### config.mk
export PLATFORM = sky130hd
export DESIGN_NAME = bfm_div
export DESIGN_NICKNAME = d
export VERILOG_FILES = /design/src/rtl/bfm_pkg.sv /design/src/rtl/bfm_div.sv
export SDC_FILE = /design/constraint.sdc
export NUM_CORES = 1
export LEC_CHECK = 0
export CORE_MARGIN = 8
export CORE_UTILIZATION = 50
export CTS_CLUSTER_DIAMETER = 60
export CTS_CLUSTER_SIZE = 14
export DETAILED_ROUTE_END_ITERATION = 10
export DONT_BUFFER_PORTS = 1
export PLACE_DENSITY = 0.63
export SETUP_SLACK_MARGIN = 0.1
export SLEW_MARGIN = 10
export SYNTH_ARGS = -nofsm -noshare
export SYNTH_HDL_FRONTEND = slang
export SYNTH_SLANG_ARGS = --single-unit
### constraint.sdc
create_clock -name clock -period 11.38 [get_ports clock]
set_input_delay 0.569 -clock clock [delete_from_list [all_inputs] [get_ports clock]]
set_output_delay 0.569 -clock clock [all_outputs]
set_load 0.05 [all_outputs]
### src/rtl/bfm_pkg.sv
// Shared constants, types and helpers of the 3x3 box filter.
package bfm_pkg;

   localparam int MAX_WIDTH_DEF  = 1024;
   localparam int PIXEL_BITS_DEF = 8;

   // window sums need room for nine pixels
   localparam int SUM_EXTRA_BITS = 4;

   localparam int CFG_WIDTH_BITS  = 11;
   localparam int CFG_HEIGHT_BITS = 16;
   localparam int CSR_DATA_BITS   = 16;
   localparam int CSR_INDEX_BITS  = 1;

   localparam logic [CSR_INDEX_BITS-1:0] CSR_FRAME_WIDTH  = 1'b0;
   localparam logic [CSR_INDEX_BITS-1:0] CSR_FRAME_HEIGHT = 1'b1;

   localparam logic [CFG_WIDTH_BITS-1:0]  RST_FRAME_WIDTH  = 11'd640;
   localparam logic [CFG_HEIGHT_BITS-1:0] RST_FRAME_HEIGHT = 16'd480;

   localparam logic REQ_PIXEL = 1'b0;
   localparam logic REQ_DRAIN = 1'b1;

   // result queue depth, power of two (pointers wrap)
   localparam int FIFO_DEPTH = 8;

   typedef enum logic [2:0] {
      DIV_1,
      DIV_2,
      DIV_3,
      DIV_4,
      DIV_6,
      DIV_9
   } div_code_type;

   typedef struct packed {
      logic         valid;
      logic         last;
      div_code_type code;
   } lane_ctl_type;

   // divisor from rows and columns of the in-frame neighbourhood (1..3 each)
   function automatic div_code_type div_code(input logic [1:0] rows, input logic [1:0] cols);
      div_code_type code;
      unique case ({rows, cols})
         4'b0101: code = DIV_1;
         4'b0110: code = DIV_2;
         4'b0111: code = DIV_3;
         4'b1001: code = DIV_2;
         4'b1010: code = DIV_4;
         4'b1011: code = DIV_6;
         4'b1101: code = DIV_3;
         4'b1110: code = DIV_6;
         4'b1111: code = DIV_9;
         default: code = DIV_1;
      endcase
      return code;
   endfunction

endpackage

### src/rtl/bfm_div.sv
// Constant divider lane: reciprocal multiply stage, then shift to the mean.
module bfm_div #(
   parameter int PIXEL_BITS = bfm_pkg::PIXEL_BITS_DEF
) (
   input  logic                                         clock,
   input  logic                                         reset,
   input  bfm_pkg::lane_ctl_type                        in_ctl,
   input  logic [PIXEL_BITS+bfm_pkg::SUM_EXTRA_BITS-1:0] in_sum,
   output bfm_pkg::lane_ctl_type                        out_ctl,
   output logic [PIXEL_BITS-1:0]                        out_mean
);

   localparam int SUM_BITS  = PIXEL_BITS + bfm_pkg::SUM_EXTRA_BITS;
   localparam int MULT_BITS = SUM_BITS + 1;
   localparam int PROD_BITS = SUM_BITS + MULT_BITS;
   // floor(x*M >> K) is exact for x < 2**SUM_BITS with these shifts
   localparam int K3 = SUM_BITS + 1;
   localparam int K9 = SUM_BITS + 3;
   localparam logic [MULT_BITS-1:0] M3 = MULT_BITS'(((64'd1 << K3) + 64'd2) / 64'd3);
   localparam logic [MULT_BITS-1:0] M9 = MULT_BITS'(((64'd1 << K9) + 64'd8) / 64'd9);

   logic [SUM_BITS-1:0]   operand;
   logic [MULT_BITS-1:0]  mult;
   logic [PROD_BITS-1:0]  prod_in, prod_ff;
   logic [PROD_BITS-1:0]  quot;
   bfm_pkg::lane_ctl_type ctl_ff;

   always_comb begin
      case (in_ctl.code)
         bfm_pkg::DIV_2: begin
            operand = in_sum >> 1;
            mult    = MULT_BITS'(1);
         end
         bfm_pkg::DIV_3: begin
            operand = in_sum;
            mult    = M3;
         end
         bfm_pkg::DIV_4: begin
            operand = in_sum >> 2;
            mult    = MULT_BITS'(1);
         end
         bfm_pkg::DIV_6: begin
            operand = in_sum >> 1;
            mult    = M3;
         end
         bfm_pkg::DIV_9: begin
            operand = in_sum;
            mult    = M9;
         end
         default: begin
            operand = in_sum;
            mult    = MULT_BITS'(1);
         end
      endcase
   end

   assign prod_in = PROD_BITS'(operand) * PROD_BITS'(mult);

   always_ff @(posedge clock) begin
      if (reset) begin
         ctl_ff.valid <= 1'b0;
      end else begin
         ctl_ff.valid <= in_ctl.valid;
      end
      ctl_ff.last <= in_ctl.last;
      ctl_ff.code <= in_ctl.code;
      prod_ff     <= prod_in;
   end

   always_comb begin
      case (ctl_ff.code) inside
         bfm_pkg::DIV_3, bfm_pkg::DIV_6: quot = prod_ff >> K3;
         bfm_pkg::DIV_9:                 quot = prod_ff >> K9;
         default:                        quot = prod_ff;
      endcase
   end

   assign out_ctl  = ctl_ff;
   assign out_mean = quot[PIXEL_BITS-1:0];

endmodule

==> summary.txt <==
RUN STATUS
-------------------------------------------------------------------------------------
Outcome                                                                  complete, no violations

TIMING
-------------------------------------------------------------------------------------
Final-report hold violation count                                                   0
Final period demand of the worst path                                         5.91 ns
Worst Max-Slew Pin Slew                                                       1.07 ns
Number of pins exceeding their max-slew limit in the final report                   0
Setup TNS                                                                        0 ns
Final Hold Slack                                                             0.315 ns
Share of the cycle needed by the critical path after routing                    51.9%
Max frequency                                                                 169 MHz
RSZ-0062 raised after global routing                                               no
Setup-failing EPs final                                                             0
Tightest slew margin relative to the limit                                      28.7%

PLACED DESIGN
-------------------------------------------------------------------------------------
Post-placement cell area                                                     4360 um2
Detailed-placement wirelength estimate                                        8670 um
Placer Congestion                                                               0.924
Count of buffers inserted at the top-level ports                                    0

CTS
-------------------------------------------------------------------------------------
Clock tree from TritonCTS                                                       built
Post-cts gate resize count                                                          0
Max clock buf depth                                                                 2
CTS H-Tree Depth                                                                    1
Post-CTS setup buffer count                                                         0
Post-cts hold buffer count                                                          0
Buffer type at the clock tree root                                           clkbuf_8
Number of buffers inserted during clock tree synthesis                              3
Reg clk slew, reported paths                                                  0.09 ns
Clock sink count                                                                   23

DRT
-------------------------------------------------------------------------------------
Wirelength, routed                                                            9610 um
1st-iter DRT viols                                                                223
Routed wire per std cell                                                      16.3 um
Number of iterations in the first detailed-routing pass                             5
Number of design rule violations left after detail routing                          0
Total via count after detailed routing                                           3251
Vias per cell                                                                    5.53
Post-detailed-route count of antenna-violating nets                                 0

LAYOUT
-------------------------------------------------------------------------------------
Core Util, Final                                                                53.9%
Area of all sequential standard cells                                         460 um2
Most frequent standard cell in the layout excluding fill and tap cells          inv_1
Ratio of cells with drive above 1 in the final layout                           4.97%
P&R area growth vs syn                                                          4.76%
Diode count                                                                         0
Cell area after layout                                                       4400 um2
Number of nets at the end of the flow                                             631
Count of filler cells inserted in the layout                                      781
Most used cells in the layout excluding fill and tap cells               inv_1 (110), ha_1 (75), fa_1 (53)
Multi-input gate area                                                        3280 um2

WORST SETUP PATH
-------------------------------------------------------------------------------------
Endpoint required time on the critical path                                  11.54 ns
Critical path peak fanout                                                           9
Kind of capture point of the worst setup path                               flip-flop
Kind of start point of the critical path                                   input port
Worst Setup EP                                                            prod_ff[20]
Timing startpoint of the critical path                                      in_ctl[2]
Data arrival time of the worst path                                           6.07 ns
Type of the setup path with the least slack                                    in2reg

FLOORPLANNING
-------------------------------------------------------------------------------------
Cell Rows                                                                          33
Core area                                                                    8180 um2
Starting density of the core                                                    51.4%
Die ar.                                                                     11600 um2
Total I/O pin count                                                                32
X dimension of the die                                                         108 um
Die H                                                                          108 um

PWR
-------------------------------------------------------------------------------------
Static leakage                                                                2.38 nW
Total power of the final layout                                            0.000740 W
Power density normalized to cell area                                      168 nW/um2
Max VDD drop                                                                0.0858 mV

LOGIC SYNTHESIS
-------------------------------------------------------------------------------------
Count of flip-flops with a built-in enable after synthesis                          0
Register area share after synthesis                                             11.0%
Count of warnings emitted by yosys                                                  0
Count of unique library cells instantiated by Yosys                                49
Fraction of registers with async set or reset after synthesis                      0%
Area share of the largest cell type after synthesis                             25.2%
Netlist area before placement                                                4200 um2
Synth area leaders                                                       fa_1 (25%), ha_1 (22%), dfxtp_1 (11%)
Synthesized Nets                                                                  626
Mean Syn Cell Area                                                           8.78 um2
Main flop type after synthesis                                                dfxtp_1
Largest area contributor in the netlist                                          fa_1
Cells after synthesis                                                             479
Post-synthesis register bit count                                                  23

RUN
-------------------------------------------------------------------------------------
Number of max-cap violations                                                        0

GRT
-------------------------------------------------------------------------------------
Maximum number of pins on one net before global-route repair                       18
Initial antenna violation count                                                     0
Total routing resource utilization after global routing                         16.8%
Number of global-route vias before repair                                        3140
Wire length of the first global-routing pass                                 15600 um
Remaining global-route overflow                                                     0

WORST HOLD PATH
-------------------------------------------------------------------------------------
Classification of the worst-slack hold path                                    in2reg

synth_stat cells (3+ instances only):
library cell    n
a21o_1          4
a21oi_1        16
a221oi_1        8
and2_1         11
clkbuf_1        3
dfxtp_1        23
fa_1           53
ha_1           75
inv_1         110
inv_2           3
mux2i_1         8
nand2_1        17
nand2b_1       10
nand3_1         3
nor2_1         41
nor2b_1         5
nor3_1         14
o21a_1          3
o21ai_0         7
o22ai_1        12
xnor2_1        14
xor2_1          3
per-stage QoR:
step / std cells / setup slack (ns)
5_1_grt: 588 / 5.20
2_1_floorplan: 479 / 5.69
3_5_place_dp: 584 / 5.26
6_report: 588 / 5.47
4_1_cts: 588 / 5.52
3_3_place_gp: 584 / 5.30
state kept, by name, summed over array words and instances, names as in the netlist:
register,cells
out_ctl,5
prod_ff,18
layer usage:
| layer | part of all wire (%) | GRT usage [%] |
|---|---|---|
| met2 | 48 | 27.5 |
| met3 | 6.9 | 1.86 |
| met1 | 45 | 23.3 |
| met4 | 0.78 | 3.67 |
| met5 | 0 | 0 |
kinds of logic after synthesis:
group	synth area share, %
AOI/OAI and AO/OA	12.1
adders and majority gates	47.6
buffers and inverters	11.0
muxes	1.90
DFF	11.0
and+or+nand+nor	12.5
xor gates and xnor gates	3.93
report_power, final:
part	leakage, nW	switching, W	internal [W]
combinational	2.17	0.000334	0.000225
clock	0.0217	0.0000273	0.0000248
sequential	0.194	0.0000195	0.000110
critical path, cell delays in order:
cell	delay, ns
inv_2	0.05
nand2_1	0.11
nor2_1	0.10
a21oi_1	0.59
nor3_1	0.25
fa_1	0.62
inv_1	0.07
fa_1	0.50
fa_1	0.53
inv_1	0.06
fa_1	0.52
inv_1	0.05
fa_1	0.53
inv_1	0.04
ha_1	0.33
nand2_1	0.10
a211o_1	0.27
a31o_1	0.20
a21oi_1	0.20
o22ai_1	0.13
xnor2_1	0.26
worst min path at each step:
| stage | startpoint | to | slack [ns] | cells past startpoint |
|---|---|---|---|---|
| after floorplan | in_ctl[0] | out_ctl[0] | 0.60 | 0 |
| after global placement | in_ctl[3] | out_ctl[3] | 0.60 | 0 |
| after detailed placement | in_ctl[3] | out_ctl[3] | 0.60 | 0 |
| after CTS | in_ctl[2] | out_ctl[2] | 0.31 | 0 |
| after global routing | in_ctl[1] | out_ctl[1] | 0.30 | 0 |
| final | in_ctl[1] | out_ctl[1] | 0.31 | 0 |
final cells by class:
type,count,area share [%]
Multi-Input combinational cell,335,74.5
Sequential cell,23,10.5
Inverter,113,9.63
Tap cell,105,2.98
Timing Repair Buffer,8,1.36
Clock buffer,3,0.938
Clock inverter,1,0.170
Power figures use the tool's default switching activity.
