`src/rtl/bfm_pkg.sv`:
```
// Shared constants, types and helpers of the 3x3 box filter.
package bfm_pkg;

   localparam int MAX_WIDTH_DEF  = 1024;
   localparam int PIXEL_BITS_DEF = 8;

   // window sums need room for nine pixels
   localparam int SUM_EXTRA_BITS = 4;

   localparam int CFG_WIDTH_BITS  = 11;
   localparam int CFG_HEIGHT_BITS = 16;
   localparam int CSR_DATA_BITS   = 16;
   localparam int CSR_INDEX_BITS  = 1;

   localparam logic [CSR_INDEX_BITS-1:0] CSR_FRAME_WIDTH  = 1'b0;
   localparam logic [CSR_INDEX_BITS-1:0] CSR_FRAME_HEIGHT = 1'b1;

   localparam logic [CFG_WIDTH_BITS-1:0]  RST_FRAME_WIDTH  = 11'd640;
   localparam logic [CFG_HEIGHT_BITS-1:0] RST_FRAME_HEIGHT = 16'd480;

   localparam logic REQ_PIXEL = 1'b0;
   localparam logic REQ_DRAIN = 1'b1;

   // result queue depth, power of two (pointers wrap)
   localparam int FIFO_DEPTH = 8;

   typedef enum logic [2:0] {
      DIV_1,
      DIV_2,
      DIV_3,
      DIV_4,
      DIV_6,
      DIV_9
   } div_code_type;

   typedef struct packed {
      logic         valid;
      logic         last;
      div_code_type code;
   } lane_ctl_type;

   // divisor from rows and columns of the in-frame neighbourhood (1..3 each)
   function automatic div_code_type div_code(input logic [1:0] rows, input logic [1:0] cols);
      div_code_type code;
      unique case ({rows, cols})
         4'b0101: code = DIV_1;
         4'b0110: code = DIV_2;
         4'b0111: code = DIV_3;
         4'b1001: code = DIV_2;
         4'b1010: code = DIV_4;
         4'b1011: code = DIV_6;
         4'b1101: code = DIV_3;
         4'b1110: code = DIV_6;
         4'b1111: code = DIV_9;
         default: code = DIV_1;
      endcase
      return code;
   endfunction

endpackage

```
`src/rtl/bfm_fifo.sv`:
```
// Result queue: up to two pushes and one pop per cycle.
module bfm_fifo #(
   parameter int WIDTH = 9
) (
   input  logic                                     clock,
   input  logic                                     reset,
   input  logic                                     push_a,
   input  logic [WIDTH-1:0]                         push_data_a,
   input  logic                                     push_b,
   input  logic [WIDTH-1:0]                         push_data_b,
   input  logic                                     pop,
   output logic                                     out_valid,
   output logic [WIDTH-1:0]                         out_data,
   output logic [$clog2(bfm_pkg::FIFO_DEPTH+1)-1:0] level
);

   localparam int PTR_BITS = $clog2(bfm_pkg::FIFO_DEPTH);
   localparam int LVL_BITS = $clog2(bfm_pkg::FIFO_DEPTH + 1);

   logic [WIDTH-1:0]    data_ff [bfm_pkg::FIFO_DEPTH];
   logic [PTR_BITS-1:0] head_ff, head_in;
   logic [PTR_BITS-1:0] tail_ff, tail_in;
   logic [LVL_BITS-1:0] level_ff, level_in;
   logic [1:0]          n_push;
   logic [WIDTH-1:0]    first_data;

   always_comb begin
      n_push     = 2'(push_a) + 2'(push_b);
      first_data = push_a ? push_data_a : push_data_b;
      tail_in    = tail_ff + PTR_BITS'(n_push);
      head_in    = head_ff + PTR_BITS'(pop);
      level_in   = level_ff + LVL_BITS'(n_push) - LVL_BITS'(pop);
   end

   always_ff @(posedge clock) begin
      if (reset) begin
         head_ff  <= '0;
         tail_ff  <= '0;
         level_ff <= '0;
      end else begin
         head_ff  <= head_in;
         tail_ff  <= tail_in;
         level_ff <= level_in;
      end
   end

   always_ff @(posedge clock) begin
      if (push_a || push_b) begin
         data_ff[tail_ff] <= first_data;
      end
      if (push_a && push_b) begin
         data_ff[tail_ff + PTR_BITS'(1)] <= push_data_b;
      end
   end

   assign out_valid = level_ff != '0;
   assign out_data  = data_ff[head_ff];
   assign level     = level_ff;

endmodule

```
`config.mk`:
```
export PLATFORM = sky130hd
export DESIGN_NAME = bfm_fifo
export DESIGN_NICKNAME = d
export VERILOG_FILES = /design/src/rtl/bfm_pkg.sv /design/src/rtl/bfm_fifo.sv
export SDC_FILE = /design/constraint.sdc
export NUM_CORES = 1
export LEC_CHECK = 0
export ABC_AREA = 1
export BUFFER_PORTS_ARGS = -buffer_cell sky130_fd_sc_hd__buf_4
export CAP_MARGIN = 5
export CORE_MARGIN = 8
export CORE_UTILIZATION = 61
export CTS_CLUSTER_DIAMETER = 80
export DETAILED_ROUTE_END_ITERATION = 16
export HOLD_SLACK_MARGIN = 0.05
export PLACE_DENSITY = 0.88
export SLEW_MARGIN = 20
export SYNTH_ARGS = -nofsm -noshare
export SYNTH_HDL_FRONTEND = slang
export SYNTH_SLANG_ARGS = --single-unit
```
`constraint.sdc`:
```
create_clock -name clock -period 2.3 [get_ports clock]
set_input_delay 0.345 -clock clock [delete_from_list [all_inputs] [get_ports clock]]
set_output_delay 0.345 -clock clock [all_outputs]
set_load 0.01 [all_outputs]
```
==> reports/results.ini, run 1 <==
[placed_design]
dp.cells=804
io_buffers=36
preCtsSetupSlack_ns=0.123
dp_hpwl_um=9790
routabilityCongestion=0.909

[synthesis]
synthFlopType=edfxtp_1
synth_compound_area_frac=0.00959
synth_nets=725
synth.top_cells.by_count=300 x nand2_1, 94 x inv_1, 72 x edfxtp_1, 72 x nand4_1, 38 x nand3_1
avgSynthCellArea_sq_um=7.59
synth_edf_count=72
ys_types=25
synthCells=688
synth_area_sq_mm=0.00522
synth-adder-area-share=0.0364
synth_top_area_frac=0.414
synth_top_family_by_area=simple AND/OR/NAND/NOR gates
ys_warn_count=0
synth_area_leader_cell=edfxtp_1
synth-simple-area-share=0.378
yosys.area_share.xor_xnor=0.00503
ys_ff_latch=82
synth_mux_area_frac=0
yosysSeqAreaShare=0.453
yosysMostFrequentCell=nand2_1
async_flop_share=0
ys_top_cells_by_area=edfxtp_1 41%, nand2_1 22%, nand4_1 8.6%

[timing]
fin_crit_ns=2.13
maxSlewHeadroom=0.500
fmax_mhz=469
slew_viol_final=0
tightest_slew_ns=0.746
setup_violations=0
report.final.hold_viol_count=0
rsz0062_at_grt=false
fin_skew_ns=0.00707
final.setup.tns_ns=0
period_share=0.926
finalWorstSetupSlack_ns=0.169

[hold_path]
holdPathEnd=level[1]
worstHoldPathCells=2
hp-class=in2reg
hold_start=reset

[route]
drt_pass1_iterations=6
via_count=4891
drtAntennaViolNets=0
wl_per_cell_um=17.5
wirelength_um=14400
route.detailed.drc=0
drt_iter0_markers=685
viasPerCell=5.96

[pwr]
vdd_drop_max_v=0.000523
p_per_area_mw_per_mm2=814
power.leakage_nw=2.90

[setup_path]
crit_path_start_kind=register
ff2ff_path_depth=4
critPathMaxFanout=11
worstSetupEndpointType=primary output
crit_family=flip-flops
critical_path_buf_inv_count=2
rrSetupSlack_ns=0.25
reg2reg_from=tail_ff[0]
max_stage_delay_ns=0.65
cp_cell_sequence=clkinv_1 > nand2_1 > nand2_1 > buf_4
arrival_ns=1.79
cp_slowest_cell=dfxtp_1
crit_type=reg2out
r2r-end=data_ff[1][7]
critPathMostFrequentCell=nand2_1
cp.required_ns=1.96

[cts]
htree_levels=3
tritoncts=built
cts_buffers=9
cts-root-buf=clkbuf_8
cts_buffer_depth=2
cts-hold-fix-buffers=0
cts_resized=0
cts.clk_slew.worst_paths_ns=0.09
cts_num_sinks=82
cts_setup_buffers=0
clock_latency_ns=0.36

[grt]
grt_antenna_before_repair=0
grt_pass1_vias=4649
overflow=0
grt_start_max_net_pins=41
grt_use_total=0.252
grt_pass1_wl_um=23200

[die]
die_h_um=109
dieWidth_um=109
die_area_sq_mm=0.0118
io_pins=37
rows=33
core_area_sq_mm=0.00826
start_util=0.632

[outcome]
outcome=complete, no violations

[job]
drv_cap=0

[cells_and_area]
fin_cells=820
nets=747
area_growth_pct=11.4
antenna_cells=0
drive_above_1_share=0.124

cell usage in the layout, fill, tap and decap left out, drive strengths merged:
cell type and n:
clkinv 1, nor2 12, clkbuf 10, nand3 46, xor2 2, nand4 72, a21oi 2, inv 99
o21ai 8, bufinv 4, clkinvlp 1, buf 58, dfxtp 10, nand2 302, fa 2, or2 1
edfxtp 72, ha 12, xnor2 1
how the worst max path moves through the flow:
| stage | slack [ns] | from | cells after the start | endpoint |
|---|---|---|---|---|
| floorplan | 0.20 | push_a | 11 | level[2] |
| global placement | 0.17 | push_a | 11 | level[2] |
| detailed placement | 0.12 | push_a | 11 | level[2] |
| CTS | 0.19 | head_ff[0] | 7 | out_data[7] |
| global route | 0.07 | head_ff[0] | 7 | out_data[3] |
| finish | 0.17 | head_ff[2] | 4 | out_data[7] |
cell type report:
type	instances	area, sq um
inverter	99	374
tap	105	131
multi-input combinational	460	2240
clock inverter	6	136
sequential	82	2360
timing repair buffer	58	435
clock buffer	10	138
fill	622	2440
routing by layer:
metal | GRT usage | part of all wire | vias up
met3 | 0.0553 | 0.13 | 64
met4 | 0.119 | 0.038 | 0
met2 | 0.395 | 0.46 | 367
met1 | 0.326 | 0.38 | 2202
met5 | 0 | 0 | -
li1 | - | - | 2258
report_power, final:
part           leakage (nW)  switching [mW]  internal [mW]  total [mW]
Clock                 0.133           0.549          0.865        1.41
Sequential            0.748          0.0647           1.82        1.89
Combinational          2.02           0.984          0.451        1.43
Total                  2.90            1.60           3.14        4.74
registers in the layout, indices dropped and copies added, names as in the netlist:
| name | cells |
|---|---|
| data_ff | 72 |
| head_ff | 3 |
| level | 4 |
| tail_ff | 3 |
kinds of logic after synthesis:
group           count (synthesis)
flops                          82
xor+xnor                        3
fa+ha+maj                      14
simple gates                  433
compound gates                 10
buf+inv                       146
per-stage QoR:
| stage | utilization | power (mW) | area [sq um] | hold WS [ns] |
|---|---|---|---|---|
| after floorplan | - | 2.88 | 5220 | 0.543 |
| after global placement | 0.671 | 3.25 | 5540 | 0.600 |
| after detailed placement | 0.671 | 3.32 | 5540 | 0.610 |
| after CTS | 0.704 | 4.70 | 5820 | 0.228 |
| after global routing | 0.704 | 4.93 | 5820 | 0.240 |
| final | 0.704 | 4.74 | 5820 | 0.240 |
(Power assumes the default switching activity.)
==> inputs of run 2 (changes only) <==
Settings changed: CORE_ASPECT_RATIO set to 1.4, GPL_TIMING_DRIVEN set to 0.
==> reports/results.ini, run 2 (synthesis results as in run 1) <==
[route]
via_count=4917  ; +0.53%
route.detailed.drc=0  ; unchanged
drt_iter0_markers=891  ; +30%
drt_pass1_iterations=6  ; unchanged
wl_per_cell_um=17.6  ; +0.31%
wirelength_um=14700  ; +2.1%
drtAntennaViolNets=0  ; unchanged
viasPerCell=5.89  ; -1.3%

[timing]
finalWorstSetupSlack_ns=0.133  ; -0.0365 ns
rsz0062_at_grt=false
slew_viol_final=0  ; unchanged
finalHoldWorstSlack_ns=0.371  ; +0.131 ns
tightest_slew_ns=1.00  ; +0.257 ns
report.final.hold_viol_count=0  ; unchanged
setup_violations=0  ; unchanged
maxSlewHeadroom=0.327  ; -0.173
fin_skew_ns=0.00663  ; -0.000439 ns
fmax_mhz=461  ; -1.7%
fin_crit_ns=2.17  ; +0.0365 ns
period_share=0.942  ; +0.0159

[grt]
grt_start_max_net_pins=14  ; -66%
grt_antenna_before_repair=0  ; unchanged
overflow=0  ; unchanged
grt_pass1_wl_um=23400  ; +1.2%
grt_use_total=0.256  ; +0.00394
grt_pass1_vias=4821  ; +3.7%

[pwr]
p_per_area_mw_per_mm2=846  ; +4.0%
power.leakage_nw=2.92  ; +0.58%
vdd_drop_max_v=0.000559  ; +6.8%

[setup_path]
rrSetupSlack_ns=0.13  ; -0.12 ns
crit_type=reg2reg
r2r-end=data_ff[6][7]
crit_end=data_ff[6][7]
reg2reg_from=tail_ff[0]
arrival_ns=2.13  ; +0.34 ns
ff2ff_path_depth=7  ; +3
cp.required_ns=2.26  ; +0.30 ns
crit_path_start_kind=register
critPathMaxFanout=10  ; -1
worstSetupEndpointType=register
crit_path_start=tail_ff[0]

[cells_and_area]
final_util=0.697  ; -0.00721
antenna_cells=0  ; unchanged
layout_commonest_cell=nand2_1
largest_reg_flops=72  ; unchanged
nets=762  ; +2.0%
regMostFlops=data_ff
area_growth_pct=13.0
drive_above_1_share=0.115  ; -0.00941
layout_common_cells=300 x nand2_1, 94 x inv_1, 72 x nand4_1, 72 x edfxtp_1, 38 x nand3_1

[cts]
clock_latency_ns=0.34  ; -0.02 ns
htree_levels=3  ; unchanged
cts_resized=0  ; unchanged
cts_num_sinks=82  ; unchanged
cts-hold-fix-buffers=0  ; unchanged
cts_buffer_depth=2  ; unchanged
cts_buffers=9  ; unchanged
cts_setup_buffers=0  ; unchanged
cts.clk_slew.worst_paths_ns=0.06  ; -0.03 ns
cts-root-buf=clkbuf_16
tritoncts=built

[die]
start_util=0.617  ; -0.0150
core_area_sq_mm=0.00846  ; +2.4%
die_h_um=125  ; +16%
rows=40  ; +21%
dieWidth_um=94.2  ; -13%
die_area_sq_mm=0.0118  ; +0.36%
io_pins=37  ; unchanged

[job]
drv_cap=0  ; unchanged

[placed_design]
routabilityCongestion=0.961  ; +5.7%
preCtsSetupSlack_ns=-0.152  ; -0.275 ns
dp_hpwl_um=10800  ; +11%
io_buffers=26  ; -28%

[hold_path]
hp-class=in2reg

[outcome]
outcome=complete, no violations

[run 2: changes by cell type in the layout (fill, tap and decap cells not counted)]
cell / previous run / this run
o21ai_1: 8 / 4
clkbuf_16: 0 / 9
inv_6: 1 / 0
buf_4: 58 / 32
clkbuf_8: 10 / 0
clkbuf_1: 0 / 24
clkinv_2: 0 / 1
bufinv_16: 4 / 3
buf_12: 0 / 1
buf_6: 0 / 1
o21ai_2: 0 / 4
buf_2: 0 / 17
[run 2: stage by stage]
step | area, sq um | power [mW] | instances | TNS, ns
after CTS | 5880 | 4.95 | 835 | 0
after floorplan | 5220 | 2.88 | 688 | 0
after detailed placement | 5550 | 3.35 | 819 | -2.27
final | 5900 | 4.99 | 835 | 0
after global routing | 5900 | 5.20 | 835 | 0
after global placement | 5550 | 3.30 | 819 | -0.584
[run 2: critical path, stage by stage, from the launching register on]
cell and delay, ns:
dfxtp_1 0.37, ha_1 0.25, inv_1 0.08, nand2_1 0.06, nand2_2 0.11, buf_6 0.18
nand3_4 0.15, o21ai_1 0.58
[run 2: how the worst min path moves through the flow]
stage               start          to  cells past startpoint
2_1_floorplan  head_ff[0]  head_ff[0]                      3
3_3_place_gp   head_ff[0]  head_ff[0]                      3
3_5_place_dp   head_ff[0]  head_ff[0]                      3
4_1_cts               pop  head_ff[0]                      4
5_1_grt               pop  head_ff[0]                      4
6_report              pop  head_ff[0]                      4
[run 2: final cells by class]
class                      count  area [sq um]
fill                         659          2560
timing repair buffer          26           195
multi-input combinational    460          2250
sequential                    82          2360
clock buffer                  11           233
inverter                      99           374
clock inverter                 5           103
buffer                        47           244
tap                          105           131
[run 2: where the power goes]
group          internal, mW  leakage, nW  switching, mW
Clock                  1.06        0.160          0.571
Combinational         0.468         2.01           1.00
Sequential             1.83        0.748         0.0650
[run 2: routing by layer]
layer / part of all wire / GRT usage / vias to the layer above / wire length (um)
li1: - / - / 2299 / -
met1: 0.35 / 0.275 / 2212 / 5150
met2: 0.50 / 0.428 / 329 / 7400
met3: 0.083 / 0.0587 / 77 / 1220
met4: 0.062 / 0.178 / 0 / 917
met5: 0 / 0 / - / 0
==> inputs of run 3 (changes only) <==
Settings changed: CORE_ASPECT_RATIO 1.4 to not set.
==> reports/results.ini, run 3 (synthesis results as in run 1) <==
[cts]
cts_buffers=9  ; unchanged
cts-hold-fix-buffers=0  ; unchanged
tritoncts=built
cts_resized=0  ; unchanged
cts_buffer_depth=2  ; unchanged
cts.clk_slew.worst_paths_ns=0.09  ; +0.03 ns
cts_num_sinks=82  ; unchanged
cts-root-buf=clkbuf_8
htree_levels=3  ; unchanged
clock_latency_ns=0.35  ; about the same
cts_setup_buffers=0  ; unchanged

[placed_design]
dp.cells=819  ; unchanged
preCtsSetupSlack_ns=-0.0999  ; +0.0522 ns
dp_hpwl_um=10800  ; -0.87%
place_area_sq_mm=0.00555  ; unchanged
io_buffers=26  ; unchanged
routabilityCongestion=0.936  ; -2.5%

[pwr]
vdd_drop_max_v=0.000464  ; -17%
p_per_area_mw_per_mm2=762  ; -9.9%
power.total_mw=4.38  ; -12%
power.leakage_nw=2.85  ; -2.2%

[timing]
tightest_slew_ns=0.897  ; -0.106 ns
setup_violations=0  ; unchanged
slew_viol_final=0  ; unchanged
finalWorstSetupSlack_ns=0.157  ; +0.0243 ns
fin_crit_ns=2.14  ; -0.0243 ns
period_share=0.932  ; -0.0106
maxSlewHeadroom=0.398  ; +0.0712
rsz0062_at_grt=false
fin_skew_ns=0.0110  ; +0.00435 ns
report.final.hold_viol_count=0  ; unchanged
final.setup.tns_ns=0  ; unchanged
fmax_mhz=467  ; +1.1%

[setup_path]
worstSetupEndpointType=register
critPathMaxFanout=10  ; unchanged
arrival_ns=2.12  ; about the same
crit_type=reg2reg
cp.required_ns=2.28  ; +0.02 ns
crit_path_start_kind=register

[route]
drtAntennaViolNets=0  ; unchanged
route.detailed.drc=0  ; unchanged
viasPerCell=5.76  ; -2.2%
routed.top_layer=met4
met1_length_um=5800  ; +13%
routed-wl-met3_um=1770  ; +45%
wl_per_cell_um=17.2  ; -1.9%
via_count=4809  ; -2.2%
drt_iter0_markers=830  ; -6.8%
dr_wl_met2_um=6360  ; -14%
wirelength_um=14400  ; -1.9%
drt_pass1_iterations=7  ; +1

[cells_and_area]
layout_commonest_cell=nand2_1
fill_cells=664  ; +0.76%
nets=762  ; unchanged
layout_common_cells=300 x nand2_1, 94 x inv_1, 72 x nand4_1, 72 x edfxtp_1, 38 x nand3_1
drive_above_1_share=0.118  ; +0.00274
fin_area_sq_mm=0.00575  ; -2.6%
area_growth_pct=10.1
regMostFlops=data_ff
largest_reg_flops=72  ; unchanged
fin_cells=835  ; unchanged
antenna_cells=0  ; unchanged

[grt]
grt_pass1_vias=4541  ; -5.8%
grt_use_total=0.252  ; -0.00388
grt_start_max_net_pins=17  ; +3
overflow=0  ; unchanged
grt_pass1_wl_um=22900  ; -2.1%
grt_antenna_before_repair=0  ; unchanged

[die]
die_h_um=109  ; -14%
dieWidth_um=109  ; +15%
die_area_sq_mm=0.0118  ; -0.36%
io_pins=37  ; unchanged
rows=33  ; -18%
core_area_sq_mm=0.00826  ; -2.4%
start_util=0.632  ; +0.0150

[job]
drv_cap=0  ; unchanged

[outcome]
outcome=complete, no violations

[hold_path]
hp-class=in2reg

## run 3: changes by cell type in the layout (fill, tap and decap cells not counted), sizes merged
cell	before	now
clkbuf	33	31
clkinvlp	1	0
inv	98	102
clkinv	2	4
bufinv	3	0
## run 3: path summary, 6_finish.rpt
check / slack [ns] / endpoint / cells past startpoint / start
hold reg to reg: 0.58 / head_ff[0] / 3 / head_ff[0]
hold / removal: 0.37 / head_ff[0] / 4 / pop
setup reg to reg: 0.16 / data_ff[3][7] / 5 / tail_ff[0]
setup / recovery: 0.16 / data_ff[3][7] / 5 / tail_ff[0]
## run 3: metal layers
| metal | GRT usage | vias up |
|---|---|---|
| met4 | 0.110 | 0 |
| met2 | 0.398 | 337 |
| met3 | 0.0375 | 54 |
| li1 | - | 2292 |
| met5 | 0 | - |
| met1 | 0.338 | 2126 |
## run 3: layout make-up
| cell class | instances | area, sq um | share of cell area |
|---|---|---|---|
| clock inverters | 7 | 60.1 | 0.0105 |
| flip-flops and latches | 82 | 2360 | 0.411 |
| well taps | 105 | 131 | 0.0229 |
| repair buffers | 26 | 195 | 0.0340 |
| clock buffers | 9 | 124 | 0.0216 |
| inverters | 99 | 374 | 0.0651 |
| multi-input cells | 460 | 2250 | 0.392 |
| plain buffers | 47 | 244 | 0.0425 |
## run 3: through the flow
step	util	hold slack, ns
5_1_grt	0.696	0.413
6_report	0.696	0.365
2_1_floorplan	-	0.543
4_1_cts	0.694	0.352
3_3_place_gp	0.672	0.558
3_5_place_dp	0.672	0.566
## run 3: power breakdown
part | total [mW] | internal [mW] | switching (mW)
combinational | 1.46 | 0.468 | 0.993
clock | 1.00 | 0.414 | 0.587
sequential | 1.92 | 1.83 | 0.0912
total | 4.38 | 2.71 | 1.67
## run 3: critical path, stage by stage (launching register included)
cell	delay (ns)
dfxtp_1	0.37
ha_1	0.30
buf_2	0.16
buf_4	0.24
nand3_4	0.17
o21ai_1	0.52
